File: src/rtl/core/erp_pkg.sv
// ---------------------------------------------------------------------------
// erp_pkg: shared types and constants
// Command and status codes, register indexes, configuration struct and
// queue entry kinds and back-end states for the e-ink refresh region policy block.
// ---------------------------------------------------------------------------
`timescale 1ns / 1ps
package erp_pkg;

  localparam int SCR_BITS  = 12;
  localparam int CFG_DW    = 12;
  localparam int CFG_IDX_W = 3;
  localparam int AL_BITS   = 8;
  localparam int PCT_SCALE = 100;
  localparam logic [7:0] CNT_MAX = 8'd255;

  typedef enum logic [1:0] {
    CMD_NONE = 2'd0,
    CMD_FULL = 2'd1,
    CMD_PART = 2'd2,
    CMD_STAT = 2'd3
  } cmd_e;

  localparam logic [1:0] ST_OK    = 2'd0;
  localparam logic [1:0] ST_BUSY  = 2'd1;
  localparam logic [1:0] ST_IOERR = 2'd2;

  localparam logic [CFG_IDX_W-1:0] CFG_SW  = 3'd0;
  localparam logic [CFG_IDX_W-1:0] CFG_SH  = 3'd1;
  localparam logic [CFG_IDX_W-1:0] CFG_AX  = 3'd2;
  localparam logic [CFG_IDX_W-1:0] CFG_AY  = 3'd3;
  localparam logic [CFG_IDX_W-1:0] CFG_PCT = 3'd4;
  localparam logic [CFG_IDX_W-1:0] CFG_FAP = 3'd5;
  localparam logic [CFG_IDX_W-1:0] CFG_PS  = 3'd6;

  localparam logic [1:0] K_RECT  = 2'd0;
  localparam logic [1:0] K_CLOSE = 2'd1;
  localparam logic [1:0] K_OUT   = 2'd2;

  typedef struct packed {
    logic [SCR_BITS-1:0] sw;
    logic [SCR_BITS-1:0] sh;
    logic [AL_BITS-1:0]  ax;
    logic [AL_BITS-1:0]  ay;
    logic [7:0]          pct;
    logic [7:0]          fap;
    logic                ps;
  } cfg_t;

  typedef enum logic [2:0] {
    B_IDLE,
    B_SNAP,
    B_WAIT,
    B_AREA1,
    B_AREA2
  } bstate_e;

endpackage

File: src/rtl/core/erp_front.sv
// ---------------------------------------------------------------------------
// erp_front: input classification
// Sorts each transaction into rectangle, frame close or outcome, works out
// the exclusive edges and the status code, and drops empty open rectangles.
// ---------------------------------------------------------------------------
`timescale 1ns / 1ps
module erp_front import erp_pkg::*; #(
  parameter int COORD_BITS = 12,
  parameter int EW = 2 + 1 + 2 + 4 * COORD_BITS + 2
) (
  input  logic                  in_valid_i,
  input  logic                  full_i,
  input  logic                  action_i,
  input  logic [COORD_BITS-1:0] rect_x_i,
  input  logic [COORD_BITS-1:0] rect_y_i,
  input  logic [COORD_BITS-1:0] rect_w_i,
  input  logic [COORD_BITS-1:0] rect_h_i,
  input  logic                  last_rect_i,
  input  logic [1:0]            outcome_i,
  output logic                  push_o,
  output logic [EW-1:0]         data_o
);

  logic            empty;
  logic [1:0]      kind;
  logic [1:0]      status;
  logic [COORD_BITS:0] r_edge, b_edge;

  assign empty  = (rect_w_i == '0) || (rect_h_i == '0);
  assign r_edge = {1'b0, rect_x_i} + {1'b0, rect_w_i};
  assign b_edge = {1'b0, rect_y_i} + {1'b0, rect_h_i};

  always_comb begin
    case (outcome_i)
      2'd0:    status = ST_OK;
      2'd1:    status = ST_BUSY;
      default: status = ST_IOERR;
    endcase
    if (action_i) kind = K_OUT;
    else if (empty) kind = K_CLOSE;
    else kind = K_RECT;
  end

  assign push_o = in_valid_i && !full_i && !(!action_i && empty && !last_rect_i);
  assign data_o = {kind, last_rect_i, status, rect_x_i, rect_y_i, r_edge, b_edge};

endmodule

File: src/rtl/core/erp_queue.sv
// ---------------------------------------------------------------------------
// erp_queue: two-entry queue
// Decouples classification from execution.
// ---------------------------------------------------------------------------
`timescale 1ns / 1ps
module erp_queue #(
  parameter int W = 8
) (
  input  logic         clk_i,
  input  logic         rst_ni,
  input  logic         push_i,
  input  logic [W-1:0] data_i,
  input  logic         pop_i,
  output logic         valid_o,
  output logic         full_o,
  output logic [W-1:0] data_o
);

  logic [W-1:0] mem_q [2];
  logic         wp_q, rp_q;
  logic [1:0]   cnt_q;

  always_ff @(posedge clk_i or negedge rst_ni) begin
    if (!rst_ni) begin
      wp_q  <= 1'b0;
      rp_q  <= 1'b0;
      cnt_q <= 2'd0;
    end else begin
      if (push_i) wp_q <= ~wp_q;
      if (pop_i) rp_q <= ~rp_q;
      cnt_q <= cnt_q + {1'b0, push_i} - {1'b0, pop_i};
    end
  end

  always_ff @(posedge clk_i) begin
    if (push_i) mem_q[wp_q] <= data_i;
  end

  assign valid_o = cnt_q != 2'd0;
  assign full_o  = cnt_q == 2'd2;
  assign data_o  = mem_q[rp_q];

endmodule

File: src/rtl/core/erp_rem.sv
// ---------------------------------------------------------------------------
// erp_rem: iterative remainder unit
// Restoring division, one dividend bit per cycle; yields the remainder.
// ---------------------------------------------------------------------------
`timescale 1ns / 1ps
module erp_rem import erp_pkg::*; #(
  parameter int DW = 14
) (
  input  logic               clk_i,
  input  logic               rst_ni,
  input  logic               start_i,
  input  logic [DW-1:0]      dividend_i,
  input  logic [AL_BITS-1:0] divisor_i,
  output logic               done_o,
  output logic [AL_BITS-1:0] rem_o
);

  localparam int CW = $clog2(DW + 1);

  logic [DW-1:0]      dv_q;
  logic [AL_BITS-1:0] div_q, rem_q;
  logic [CW-1:0]      cnt_q;
  logic               busy_q, done_q;
  logic [AL_BITS:0]   trial;
  logic [AL_BITS:0]   diff;

  assign trial = {rem_q, dv_q[DW-1]};
  assign diff  = trial - {1'b0, div_q};

  always_ff @(posedge clk_i or negedge rst_ni) begin
    if (!rst_ni) begin
      busy_q <= 1'b0;
      done_q <= 1'b0;
      cnt_q  <= '0;
    end else begin
      done_q <= 1'b0;
      if (start_i) begin
        busy_q <= 1'b1;
        cnt_q  <= CW'(DW);
      end else if (busy_q) begin
        cnt_q <= cnt_q - 1'b1;
        if (cnt_q == CW'(1)) begin
          busy_q <= 1'b0;
          done_q <= 1'b1;
        end
      end
    end
  end

  always_ff @(posedge clk_i) begin
    if (start_i) begin
      dv_q  <= dividend_i;
      div_q <= divisor_i;
      rem_q <= '0;
    end else if (busy_q) begin
      dv_q  <= {dv_q[DW-2:0], 1'b0};
      rem_q <= (trial >= {1'b0, div_q}) ? diff[AL_BITS-1:0] : trial[AL_BITS-1:0];
    end
  end

  assign done_o = done_q;
  assign rem_o  = rem_q;

endmodule

File: src/rtl/core/erp_back.sv
// ---------------------------------------------------------------------------
// erp_back: policy execution
// Holds the bounding box and refresh state, snaps and clips the box on a
// frame close, takes the refresh decision and drives the result register.
// ---------------------------------------------------------------------------
`timescale 1ns / 1ps
module erp_back import erp_pkg::*; #(
  parameter int COORD_BITS = 12,
  parameter int EW = 2 + 1 + 2 + 4 * COORD_BITS + 2
) (
  input  logic                  clk_i,
  input  logic                  rst_ni,
  input  cfg_t                  cfg_i,
  input  logic                  q_valid_i,
  input  logic [EW-1:0]         q_data_i,
  output logic                  q_pop_o,
  output logic                  out_valid_o,
  input  logic                  out_stall_i,
  output logic [1:0]            out_command_o,
  output logic [COORD_BITS-1:0] out_region_x_o,
  output logic [COORD_BITS-1:0] out_region_y_o,
  output logic [COORD_BITS-1:0] out_region_w_o,
  output logic [COORD_BITS-1:0] out_region_h_o,
  output logic [1:0]            out_status_o
);

  localparam int CB  = COORD_BITS;
  localparam int DW  = CB + 2;
  localparam int CW  = (DW > SCR_BITS) ? DW : SCR_BITS;
  localparam int MW  = (2 * CB + 7 > 32) ? 2 * CB + 7 : 32;

  logic [1:0]    e_kind, e_status;
  logic          e_last;
  logic [CB-1:0] e_x, e_y;
  logic [CB:0]   e_r, e_b;

  assign {e_kind, e_last, e_status, e_x, e_y, e_r, e_b} = q_data_i;

  bstate_e       state_q, state_d;
  logic [CB-1:0] box_l_q, box_t_q;
  logic [CB:0]   box_r_q, box_b_q;
  logic          box_v_q;
  logic [7:0]    pc_q;
  cmd_e          pend_q;
  logic [1:0]    step_q;
  logic [DW-1:0] p0_q;
  logic [CB-1:0] rx_q, ry_q, rw_q, rh_q;
  logic [2*CB-1:0] dirty_q;
  logic [2*SCR_BITS-1:0] scr_q;
  logic          ov_q;
  logic [1:0]    ocmd_q, ost_q;
  logic [CB-1:0] ox_q, oy_q, ow_q, oh_q;

  logic               pop, rem_start, rem_done;
  logic [AL_BITS-1:0] al, rem;
  logic [DW-1:0]      d_sel, p_val, p1c;
  logic [SCR_BITS-1:0] lim;
  logic [CB-1:0]      len;
  logic [MW-1:0]      lhs, rhs;
  logic               area_full, count_full;
  cmd_e               dec;

  always_comb begin
    al  = step_q[1] ? cfg_i.ay : cfg_i.ax;
    if (al == '0) al = AL_BITS'(1);
    lim = step_q[1] ? cfg_i.sh : cfg_i.sw;
    case (step_q)
      2'd0:    d_sel = DW'(box_l_q);
      2'd1:    d_sel = DW'(box_r_q) + DW'(al) - DW'(1);
      2'd2:    d_sel = DW'(box_t_q);
      default: d_sel = DW'(box_b_q) + DW'(al) - DW'(1);
    endcase
    p_val = d_sel - DW'(rem);
    p1c   = (CW'(p_val) > CW'(lim)) ? DW'(lim) : p_val;
    len   = (p1c > p0_q) ? CB'(p1c - p0_q) : '0;
  end

  erp_rem #(.DW(DW)) u_rem (
    .clk_i      (clk_i),
    .rst_ni     (rst_ni),
    .start_i    (rem_start),
    .dividend_i (d_sel),
    .divisor_i  (al),
    .done_o     (rem_done),
    .rem_o      (rem)
  );

  assign lhs = MW'(dirty_q) * MW'(PCT_SCALE);
  assign rhs = MW'(scr_q) * MW'(cfg_i.pct);
  assign area_full  = (scr_q != '0) && (lhs >= rhs);
  assign count_full = (cfg_i.fap != '0) && (pc_q >= cfg_i.fap);

  always_comb begin
    if (!cfg_i.ps || area_full || count_full) dec = CMD_FULL;
    else if (rw_q != '0 && rh_q != '0) dec = CMD_PART;
    else dec = CMD_NONE;
  end

  assign pop = (state_q == B_IDLE) && q_valid_i && !ov_q;

  always_comb begin
    state_d   = state_q;
    rem_start = 1'b0;
    case (state_q)
      B_IDLE: begin
        if (pop && (e_kind == K_CLOSE || (e_kind == K_RECT && e_last))) state_d = B_SNAP;
      end
      B_SNAP: begin
        if (!box_v_q) state_d = B_AREA1;
        else begin
          rem_start = 1'b1;
          state_d   = B_WAIT;
        end
      end
      B_WAIT: begin
        if (rem_done) state_d = (step_q == 2'd3) ? B_AREA1 : B_SNAP;
      end
      B_AREA1: state_d = B_AREA2;
      B_AREA2: state_d = B_IDLE;
      default: state_d = B_IDLE;
    endcase
  end

  always_ff @(posedge clk_i or negedge rst_ni) begin
    if (!rst_ni) begin
      state_q <= B_IDLE;
      box_l_q <= '0;
      box_t_q <= '0;
      box_r_q <= '0;
      box_b_q <= '0;
      box_v_q <= 1'b0;
      pc_q    <= '0;
      pend_q  <= CMD_NONE;
      step_q  <= '0;
      ov_q    <= 1'b0;
    end else begin
      state_q <= state_d;
      if (ov_q && !out_stall_i) ov_q <= 1'b0;
      case (state_q)
        B_IDLE: begin
          step_q <= '0;
          if (pop) begin
            if (e_kind == K_OUT) begin
              if (e_status == ST_OK) begin
                if (pend_q == CMD_FULL) pc_q <= '0;
                if (pend_q == CMD_PART && pc_q != CNT_MAX) pc_q <= pc_q + 8'd1;
                if (pend_q != CMD_NONE) box_v_q <= 1'b0;
              end
              pend_q <= CMD_NONE;
              ov_q   <= 1'b1;
            end else if (e_kind == K_RECT) begin
              box_v_q <= 1'b1;
              if (!box_v_q || e_x < box_l_q) box_l_q <= e_x;
              if (!box_v_q || e_y < box_t_q) box_t_q <= e_y;
              if (!box_v_q || e_r > box_r_q) box_r_q <= e_r;
              if (!box_v_q || e_b > box_b_q) box_b_q <= e_b;
            end
          end
        end
        B_WAIT: begin
          if (rem_done) step_q <= step_q + 2'd1;
        end
        B_AREA2: begin
          pend_q <= dec;
          if (dec == CMD_NONE) box_v_q <= 1'b0;
          ov_q <= 1'b1;
        end
        default: ;
      endcase
    end
  end

  always_ff @(posedge clk_i) begin
    if (state_q == B_SNAP && !box_v_q) begin
      rx_q <= '0;
      ry_q <= '0;
      rw_q <= '0;
      rh_q <= '0;
    end
    if (state_q == B_WAIT && rem_done) begin
      case (step_q)
        2'd0:    p0_q <= p_val;
        2'd1:    begin rx_q <= CB'(p0_q); rw_q <= len; end
        2'd2:    p0_q <= p_val;
        default: begin ry_q <= CB'(p0_q); rh_q <= len; end
      endcase
    end
    if (state_q == B_AREA1) begin
      dirty_q <= rw_q * rh_q;
      scr_q   <= cfg_i.sw * cfg_i.sh;
    end
    if (pop && e_kind == K_OUT) begin
      ocmd_q <= CMD_STAT;
      ost_q  <= e_status;
      ox_q   <= '0;
      oy_q   <= '0;
      ow_q   <= '0;
      oh_q   <= '0;
    end
    if (state_q == B_AREA2) begin
      ocmd_q <= dec;
      ost_q  <= ST_OK;
      ox_q   <= rx_q;
      oy_q   <= ry_q;
      ow_q   <= rw_q;
      oh_q   <= rh_q;
    end
  end

  assign q_pop_o        = pop;
  assign out_valid_o    = ov_q;
  assign out_command_o  = ocmd_q;
  assign out_region_x_o = ox_q;
  assign out_region_y_o = oy_q;
  assign out_region_w_o = ow_q;
  assign out_region_h_o = oh_q;
  assign out_status_o   = ost_q;

endmodule

File: src/rtl/core/eink_refresh_region_policy_top.sv
// ---------------------------------------------------------------------------
// eink_refresh_region_policy_top: e-ink refresh region policy
// Grows a dirty bounding box per frame and decides full, partial or no
// refresh; outcome transactions update the partial refresh count.
// ---------------------------------------------------------------------------
// A frame close runs the one-bit-per-cycle remainder unit that snaps the four
// box edges in turn when the box is valid. Transactions are carried out
// strictly in order, one at a time, with a two-entry queue in front.
`timescale 1ns / 1ps
module eink_refresh_region_policy_top import erp_pkg::*; #(
  parameter int COORD_BITS = 12
) (
  input  logic                  clk_i,
  input  logic                  rst_ni,
  input  logic                  cfg_we_i,
  input  logic [CFG_IDX_W-1:0]  cfg_idx_i,
  input  logic [CFG_DW-1:0]     cfg_data_i,
  input  logic                  in_valid_i,
  output logic                  in_stall_o,
  input  logic                  in_action_i,
  input  logic [COORD_BITS-1:0] in_rect_x_i,
  input  logic [COORD_BITS-1:0] in_rect_y_i,
  input  logic [COORD_BITS-1:0] in_rect_w_i,
  input  logic [COORD_BITS-1:0] in_rect_h_i,
  input  logic                  in_last_rect_i,
  input  logic [1:0]            in_outcome_i,
  output logic                  out_valid_o,
  input  logic                  out_stall_i,
  output logic [1:0]            out_command_o,
  output logic [COORD_BITS-1:0] out_region_x_o,
  output logic [COORD_BITS-1:0] out_region_y_o,
  output logic [COORD_BITS-1:0] out_region_w_o,
  output logic [COORD_BITS-1:0] out_region_h_o,
  output logic [1:0]            out_status_o
);

  localparam int EW = 2 + 1 + 2 + 4 * COORD_BITS + 2;

  cfg_t          cfg_q;
  logic          push, full, q_valid, pop;
  logic [EW-1:0] f_data, q_data;

  always_ff @(posedge clk_i or negedge rst_ni) begin
    if (!rst_ni) begin
      cfg_q.sw  <= 12'd800;
      cfg_q.sh  <= 12'd480;
      cfg_q.ax  <= 8'd8;
      cfg_q.ay  <= 8'd1;
      cfg_q.pct <= 8'd50;
      cfg_q.fap <= 8'd10;
      cfg_q.ps  <= 1'b1;
    end else if (cfg_we_i) begin
      case (cfg_idx_i)
        CFG_SW:  cfg_q.sw  <= cfg_data_i;
        CFG_SH:  cfg_q.sh  <= cfg_data_i;
        CFG_AX:  cfg_q.ax  <= cfg_data_i[7:0];
        CFG_AY:  cfg_q.ay  <= cfg_data_i[7:0];
        CFG_PCT: cfg_q.pct <= cfg_data_i[7:0];
        CFG_FAP: cfg_q.fap <= cfg_data_i[7:0];
        CFG_PS:  cfg_q.ps  <= cfg_data_i[0];
        default: ;
      endcase
    end
  end

  assign in_stall_o = full;

  erp_front #(.COORD_BITS(COORD_BITS), .EW(EW)) u_front (
    .in_valid_i  (in_valid_i),
    .full_i      (full),
    .action_i    (in_action_i),
    .rect_x_i    (in_rect_x_i),
    .rect_y_i    (in_rect_y_i),
    .rect_w_i    (in_rect_w_i),
    .rect_h_i    (in_rect_h_i),
    .last_rect_i (in_last_rect_i),
    .outcome_i   (in_outcome_i),
    .push_o      (push),
    .data_o      (f_data)
  );

  erp_queue #(.W(EW)) u_queue (
    .clk_i   (clk_i),
    .rst_ni  (rst_ni),
    .push_i  (push),
    .data_i  (f_data),
    .pop_i   (pop),
    .valid_o (q_valid),
    .full_o  (full),
    .data_o  (q_data)
  );

  erp_back #(.COORD_BITS(COORD_BITS), .EW(EW)) u_back (
    .clk_i          (clk_i),
    .rst_ni         (rst_ni),
    .cfg_i          (cfg_q),
    .q_valid_i      (q_valid),
    .q_data_i       (q_data),
    .q_pop_o        (pop),
    .out_valid_o    (out_valid_o),
    .out_stall_i    (out_stall_i),
    .out_command_o  (out_command_o),
    .out_region_x_o (out_region_x_o),
    .out_region_y_o (out_region_y_o),
    .out_region_w_o (out_region_w_o),
    .out_region_h_o (out_region_h_o),
    .out_status_o   (out_status_o)
  );

endmodule

File: config.mk
export PLATFORM = sky130hd
export DESIGN_NAME = eink_refresh_region_policy_top
export DESIGN_NICKNAME = d
export VERILOG_FILES = /design/src/rtl/core/erp_pkg.sv /design/src/rtl/core/erp_front.sv /design/src/rtl/core/erp_queue.sv /design/src/rtl/core/erp_rem.sv /design/src/rtl/core/erp_back.sv /design/src/rtl/core/eink_refresh_region_policy_top.sv
export SDC_FILE = /design/constraint.sdc
export NUM_CORES = 2
export LEC_CHECK = 0
export ABC_AREA = 1
export BUFFER_PORTS_ARGS = -buffer_cell sky130_fd_sc_hd__buf_4
export CORE_ASPECT_RATIO = 2
export CORE_MARGIN = 2
export CORE_UTILIZATION = 50
export CTS_BUF_LIST = sky130_fd_sc_hd__clkbuf_16
export CTS_CLUSTER_SIZE = 40
export DETAILED_ROUTE_END_ITERATION = 16
export HOLD_SLACK_MARGIN = 0.05
export PLACE_DENSITY = 0.66
export SLEW_MARGIN = 5
export SYNTH_ARGS = -nofsm -noshare
export SYNTH_HDL_FRONTEND = slang
export SYNTH_SLANG_ARGS = --single-unit
File: constraint.sdc
create_clock -name clk_i -period 8.6 [get_ports clk_i]
set_input_delay 0.86 -clock clk_i [delete_from_list [all_inputs] [get_ports clk_i]]
set_output_delay 0.86 -clock clk_i [all_outputs]
set_load 0.02 [all_outputs]
Word-level counts from Yosys, hierarchy flattened
Memory sizes are Yosys's and may differ from the RTL's.
Index checks and enable logic that the tools add are counted.
- RAM bits: 110
- flip-flop bits (word level): 326
- bits in latches: 0
- output and inout port bits: 54
- memories: 1
- logic and storage cells: 239
- bits in read-only memories: 0
- shift-type cells: 0
- div/mod/pow operators: 0
- multiplexer cells: 68
- reduce and logical (&&, ||, !) cells: 72
- equal/unequal tests: 29
- add/sub/neg operators: 14
- bitwise gates (word level): 3
- $lt $le $gt $ge: 9
- $mul: 4
- memory list (name ; depth ; width ; rd ports ; clocked after Yosys merged registers in ; write ports ; line ; text):
    u_queue.mem_q ; 2 ; 55 ; 1 ; 0 ; 1 ; erp_queue.sv:19 ; logic [W-1:0] mem_q [2];
- operators with widths (kind ; number):
    12-bit 2-to-1 mux ; 19
    12-bit by 12-bit multiplier with 24-bit output ; 2
    14-bit 2-to-1 mux ; 3
    14-bit one-hot mux with 3 select lines ; 1
    8-bit 2-to-1 mux ; 5
    31-bit by 32-bit >= comparator with 1-bit output ; 1
    24-bit by 8-bit multiplier with 32-bit output ; 1
    24-bit by 5-bit multiplier with 29-bit output (second input constant) ; 1
    13-bit by 8-bit adder with 14-bit output ; 2
    14-bit by 1-bit subtractor with 14-bit output (second input constant) ; 2
    12-bit by 12-bit adder with 13-bit output ; 2
    13-bit > comparator ; 2
    5-bit AND reduction ; 5
    12-bit logical NOT ; 2
    12-bit < comparator ; 2
    12-bit nonzero test ; 2
    24-bit nonzero test ; 1
    1-bit 2-to-1 mux ; 21
    2-bit AND reduction ; 10
    2-bit 2-to-1 mux ; 9
    1-bit logical AND ; 16
    14-bit by 12-bit > comparator with 1-bit output ; 1
    14-bit > comparator ; 1
    2-bit nonzero test ; 7
    36 further kinds ; 81

Longest topological paths before layout
- word-level depth: 13
- depth in mapped cells: 57
- depth with buffers taken out: 55

By module
Synthesis repeated with hierarchy kept, for this count alone.
- cells, all modules: 5095
- area, all modules: 41876.4 µm²
- by module, submodules not included (module ; area each (µm²) ; cells each ; instances):
    erp_back ; 31725.4 ; 4011 ; 1
    erp_queue ; 4315.4 ; 312 ; 1
    eink_refresh_region_policy_top ; 2308.5 ; 261 ; 1
    erp_rem ; 1938.1 ; 225 ; 1
    erp_front ; 1589.0 ; 286 ; 1

Worst setup path before layout
Ideal clock, no wire load.
- kind: reg2reg
- from: register u_back.step_q[1]
- to: register u_back.rh_q[9]
- path buffers: 2
- clock period less this slack: 7.331 ns
- stages on the path, launching flop included: 55
- arrival time: 7.272 ns
- data required time: 8.541 ns
- slack: 1.269 ns
- cell sequence: dfrtp_1 -> inv_1 -> clkbuf_1 -> or2_2 -> o21ai_0 -> inv_1 -> nor4_1 -> nand4_1 -> and2_1 -> ha_1 -> inv_1 -> ha_1 -> inv_1 -> fa_1 -> nand3b_1 -> nand2_2 -> o21ai_0 -> a21oi_1 -> (+19 left out) -> nand2_4 -> buf_8 -> nand2_2 -> nand2_2 -> ha_1 -> fa_1 -> nor2_1 -> nor2_1 -> nor3_1 -> nor3_1 -> nor2_1 -> o21a_1 -> o21ai_0 -> a21boi_0 -> nand2_1 -> nor2_1 -> nand2_1 -> nand2_1
- longest elaborated chain between the ends: 13
- elaborated cells on any way between the ends: 21
- ends and longest elaborated chain (item ; line ; text):
    start, declared ; erp_back.sv:45 ; logic [1:0] step_q;
    start signal, assigned ; erp_back.sv:161 ; if (rem_done) step_q <= step_q + 2'd1;
    8-bit 2-to-1 mux (*) ; erp_back.sv:64 ; al = step_q[1] ? cfg_i.ay : cfg_i.ax;
    8-bit logical NOT ; erp_back.sv:65 ; if (al == '0) al = AL_BITS'(1);
    8-bit 2-to-1 mux (*) ; erp_back.sv:65 ;
    named net u_back.al[1] ; erp_back.sv:55 ; logic [AL_BITS-1:0] al, rem;
    13-bit by 8-bit adder with 14-bit output (on tied branches) ; erp_back.sv:71, erp_back.sv:69 ;
    14-bit by 1-bit subtractor with 14-bit output (on tied branches) ; erp_back.sv:71, erp_back.sv:69 ;
    14-bit one-hot mux with 3 select lines (*) ; erp_back.sv:67 ; case (step_q)
    14-bit by 8-bit subtractor with 14-bit output (*) ; erp_back.sv:73 ; p_val = d_sel - DW'(rem);
    named net u_back.p_val[11] ; erp_back.sv:56 ; logic [DW-1:0] d_sel, p_val, p1c;
    14-bit by 12-bit > comparator with 1-bit output ; erp_back.sv:74 ; p1c = (CW'(p_val) > CW'(lim)) ? DW'(lim) : p_val;
    14-bit 2-to-1 mux (*) ; erp_back.sv:74 ;
    12-bit subtractor or 14-bit > comparator (tied branches) ; erp_back.sv:75 ; len = (p1c > p0_q) ? CB'(p1c - p0_q) : '0;
    12-bit 2-to-1 mux (*) ; erp_back.sv:75 ;
    12-bit 2-to-1 mux (*) ; erp_back.sv:181 ; case (step_q)
    12-bit 2-to-1 mux (*) ; erp_back.sv:180 ; if (state_q == B_WAIT && rem_done) begin
    end signal, assigned ; erp_back.sv:185 ; default: begin ry_q <= CB'(p0_q); rh_q <= len; end
    end, declared ; erp_back.sv:47 ; logic [CB-1:0] rx_q, ry_q, rw_q, rh_q;
The timed path passes the listed nets; every way through them passes the cells marked *.
A chain may end at the register's enable or synchronous reset.

Worst setup path after layout
- from: register u_back.step_q[1]
- to: register u_back.rh_q[8]
Same word-level chain as after synthesis.

==> run metrics <==
Top cell by count, worst path nand2_1; WL per Instance 18.4 um; Worst setup SP type flop; num ports 126; worst slew pin tran 1.51 ns; synth unique cells between 60 and 70; maximum clock frequency 125 MHz; slew margin rel. -1.89%; cell taking the most area after synthesis edfxtp_1; remaining global-route overflow 0; GRT Resource Usage Total 26.9%; CP top delay family simple AND/OR/NAND/NOR gates; WP buf/inv 6; largest net degree at the start of global routing 82; Mapped Cells 4804; most common cell in the netlist nand2_1; clk buf depth 3; final setup fails 0; row cnt 147; min Tclk post-route ~8 ns; # DRC 0; final max-slew violation count 3; Crit. End Element flop; max-cap viol count 1; Num CTS Buffers 42; post-route ant nets 0; failing checks max-capacitance violations, max-slew violations; share of cells above drive strength 1 7.24%; mean post-synth cell area between 8 and 9 um^2; ant diodes 0; Sink Count 436; WS Path Type flop to flop; Final #Nets 5738; port buffer count 125; worst-path maximum fanout 13; Yosys reg bits 436; vias in the first global route about 33k; vias between 30k and 40k; Core Box Area between 0.08 and 0.09 mm^2; initial antenna violation count 1; final count of hold timing violations 0; CTS H-Tree Depth 2; die width 205 um; synth top area cells edfxtp_1, fa_1, ha_1; Seq/Total Area, Yosys between 20% and 30%; Hold Crit Class primary input to async pin; Post-synth EDFFs 244; drt first-iter violations 1503; first-pass GRT wire length 172000 um; WP data required 9.14 ns; Arrival @ worst endpoint 8.52 ns; DP HPWL 89600 um; Die ar. 0.0835 mm^2; placed cells a little under 6k; Syn-to-layout area delta 8.43%; fin cells 5934; TritonCTS clock tree yes; YS warnings 0; DRT Pass-1 Iters 5; setup ws final 0.627 ns; Synth Flop Type edfxtp_1; synth cell count leaders nand2_1, inv_1, ha_1; slowest CP cell fa_1; Initial Util 50.5%; root buffer cell clkbuf_16; post-place setup slack 0.180 ns; clock latency on the worst-skew pair 0.61 ns; Worst-path clk slew approximately 0.070 ns; clk_skew approximately 0.035 ns; Post-Route WL around 110000 um; FFs w/ async S/R, synth 30.7%; gpl congestion 0.959; final worst-path cycle share 92.7%; Slowest Stage Delay on Critical Path 0.46 ns; die height 407 um; post-synth top area share between 10% and 20%; via/cell ratio 5.32; status complete, but fails checks; Netlist Area Pre-Place 0.0406 mm^2
-- cell families (layout without fill, tap and decap cells) --
logic type / Yosys count / after routing / share of synthesized area [%]
compound gates: 599 / 599 / 8.29
flops: 436 / 436 / 29.2
fa+ha+maj: 809 / 809 / 31.6
other cells: 1 / 2 / 0.00925
mux: 3 / 3 / 0.0740
simple gates: 1649 / 1649 / 16.9
buf+inv: 1170 / 1256 / 10.9
xor+xnor: 137 / 137 / 2.96
-- registers in the layout, summed over array words and instances (netlist names), 12 cells and up --
| signal | count |
|---|---|
| u_back.rh_q | 12 |
| u_back.u_rem.dv_q | 14 |
| u_back.p0_q | 14 |
| cfg_q | 57 |
| u_back.out_region_h_o | 12 |
| u_back.dirty_q | 24 |
| u_back.box_b_q | 13 |
| u_queue.mem_q | 110 |
| u_back.out_region_x_o | 12 |
| u_back.scr_q | 24 |
| u_back.box_r_q | 13 |
| u_back.box_t_q | 12 |
| u_back.out_region_y_o | 12 |
| u_back.box_l_q | 12 |
| u_back.rw_q | 12 |
| u_back.ry_q | 12 |
| u_back.rx_q | 12 |
| u_back.out_region_w_o | 12 |
-- stage by stage --
| step | hold WS, ns | instance area (um^2) | util, % | setup TNS, ns |
|---|---|---|---|---|
| CTS | 0.308 | 43900 | 54.6 | 0 |
| detailed placement | 0.469 | 42500 | 52.8 | 0 |
| finish | 0.257 | 44000 | 54.7 | 0 |
| global route | 0.334 | 44000 | 54.7 | -1.02 |
| floorplan | 0.446 | 40600 | - | 0 |
| global placement | 0.459 | 42500 | 52.8 | 0 |
-- per-layer routing --
layer | vias up | global-route usage, % | routed length (um)
li1 | 15200 | - | -
met1 | 15200 | 24.1 | 34300
met2 | 795 | 54.5 | 62400
met3 | 388 | 2.73 | 3500
met4 | 2 | 18.9 | 8810
met5 | - | 0 | 16
-- layout by cell type (no fill, tap or decap), types with 15 or more instances in the layout --
| cell type | Yosys | routed |
|---|---|---|
| nand2_1 | 1151 | 1150 |
| inv_1 | 1000 | 1008 |
| ha_1 | 451 | 451 |
| fa_1 | 358 | 357 |
| edfxtp_1 | 244 | 244 |
| o21ai_0 | 233 | 230 |
| a21oi_1 | 226 | 225 |
| nor2_1 | 193 | 184 |
| buf_4 | 0 | 163 |
| nand3_1 | 139 | 139 |
| dfrtp_1 | 119 | 118 |
| xor2_1 | 86 | 85 |
| dfxtp_1 | 58 | 58 |
| xnor2_1 | 51 | 51 |
| clkbuf_16 | 0 | 43 |
| nor3_1 | 32 | 29 |
| nand4_1 | 25 | 25 |
| or2_2 | 25 | 25 |
| nand2_2 | 23 | 23 |
| nor4_1 | 25 | 23 |
| a31oi_1 | 20 | 20 |
| a21o_1 | 15 | 15 |
| dfstp_2 | 15 | 15 |
-- repair_timing --
action                     in CTS  in global routing
setup endpoints to repair       0                 24
resized for setup               0                 23
hold buffers                    0                  0
setup buffers                   0                  6
-- area by class of cell --
type,count,area [um^2]
clock buffers,43,1080
clock inverters,35,318
fillers,7540,36400
inverters,1013,3800
multi-input cells,3199,24400
flip-flops and latches,436,11900
well taps,1043,1310
repair buffers,165,1240
-- final timing paths --
kind / startpoint / end / slack (ns) / cells past startpoint
max in group asynchronous: rst_ni / u_back.box_r_q[8] / 6.99 / 2
setup reg to reg: u_back.step_q[1] / u_back.rh_q[8] / 0.63 / 52
hold / removal: rst_ni / u_back.out_valid_o / 0.26 / 1
setup / recovery: u_back.step_q[1] / u_back.rh_q[8] / 0.63 / 52
min in group clk_i: in_rect_y_i[2] / u_queue.mem_q[1][28] / 0.45 / 1
hold reg to reg: cfg_q[21] / cfg_q[21] / 0.48 / 2
Power is left out: the tool's default activity adds up to more than one toggle a clock period on the data nets, which glitch-free logic cannot reach.
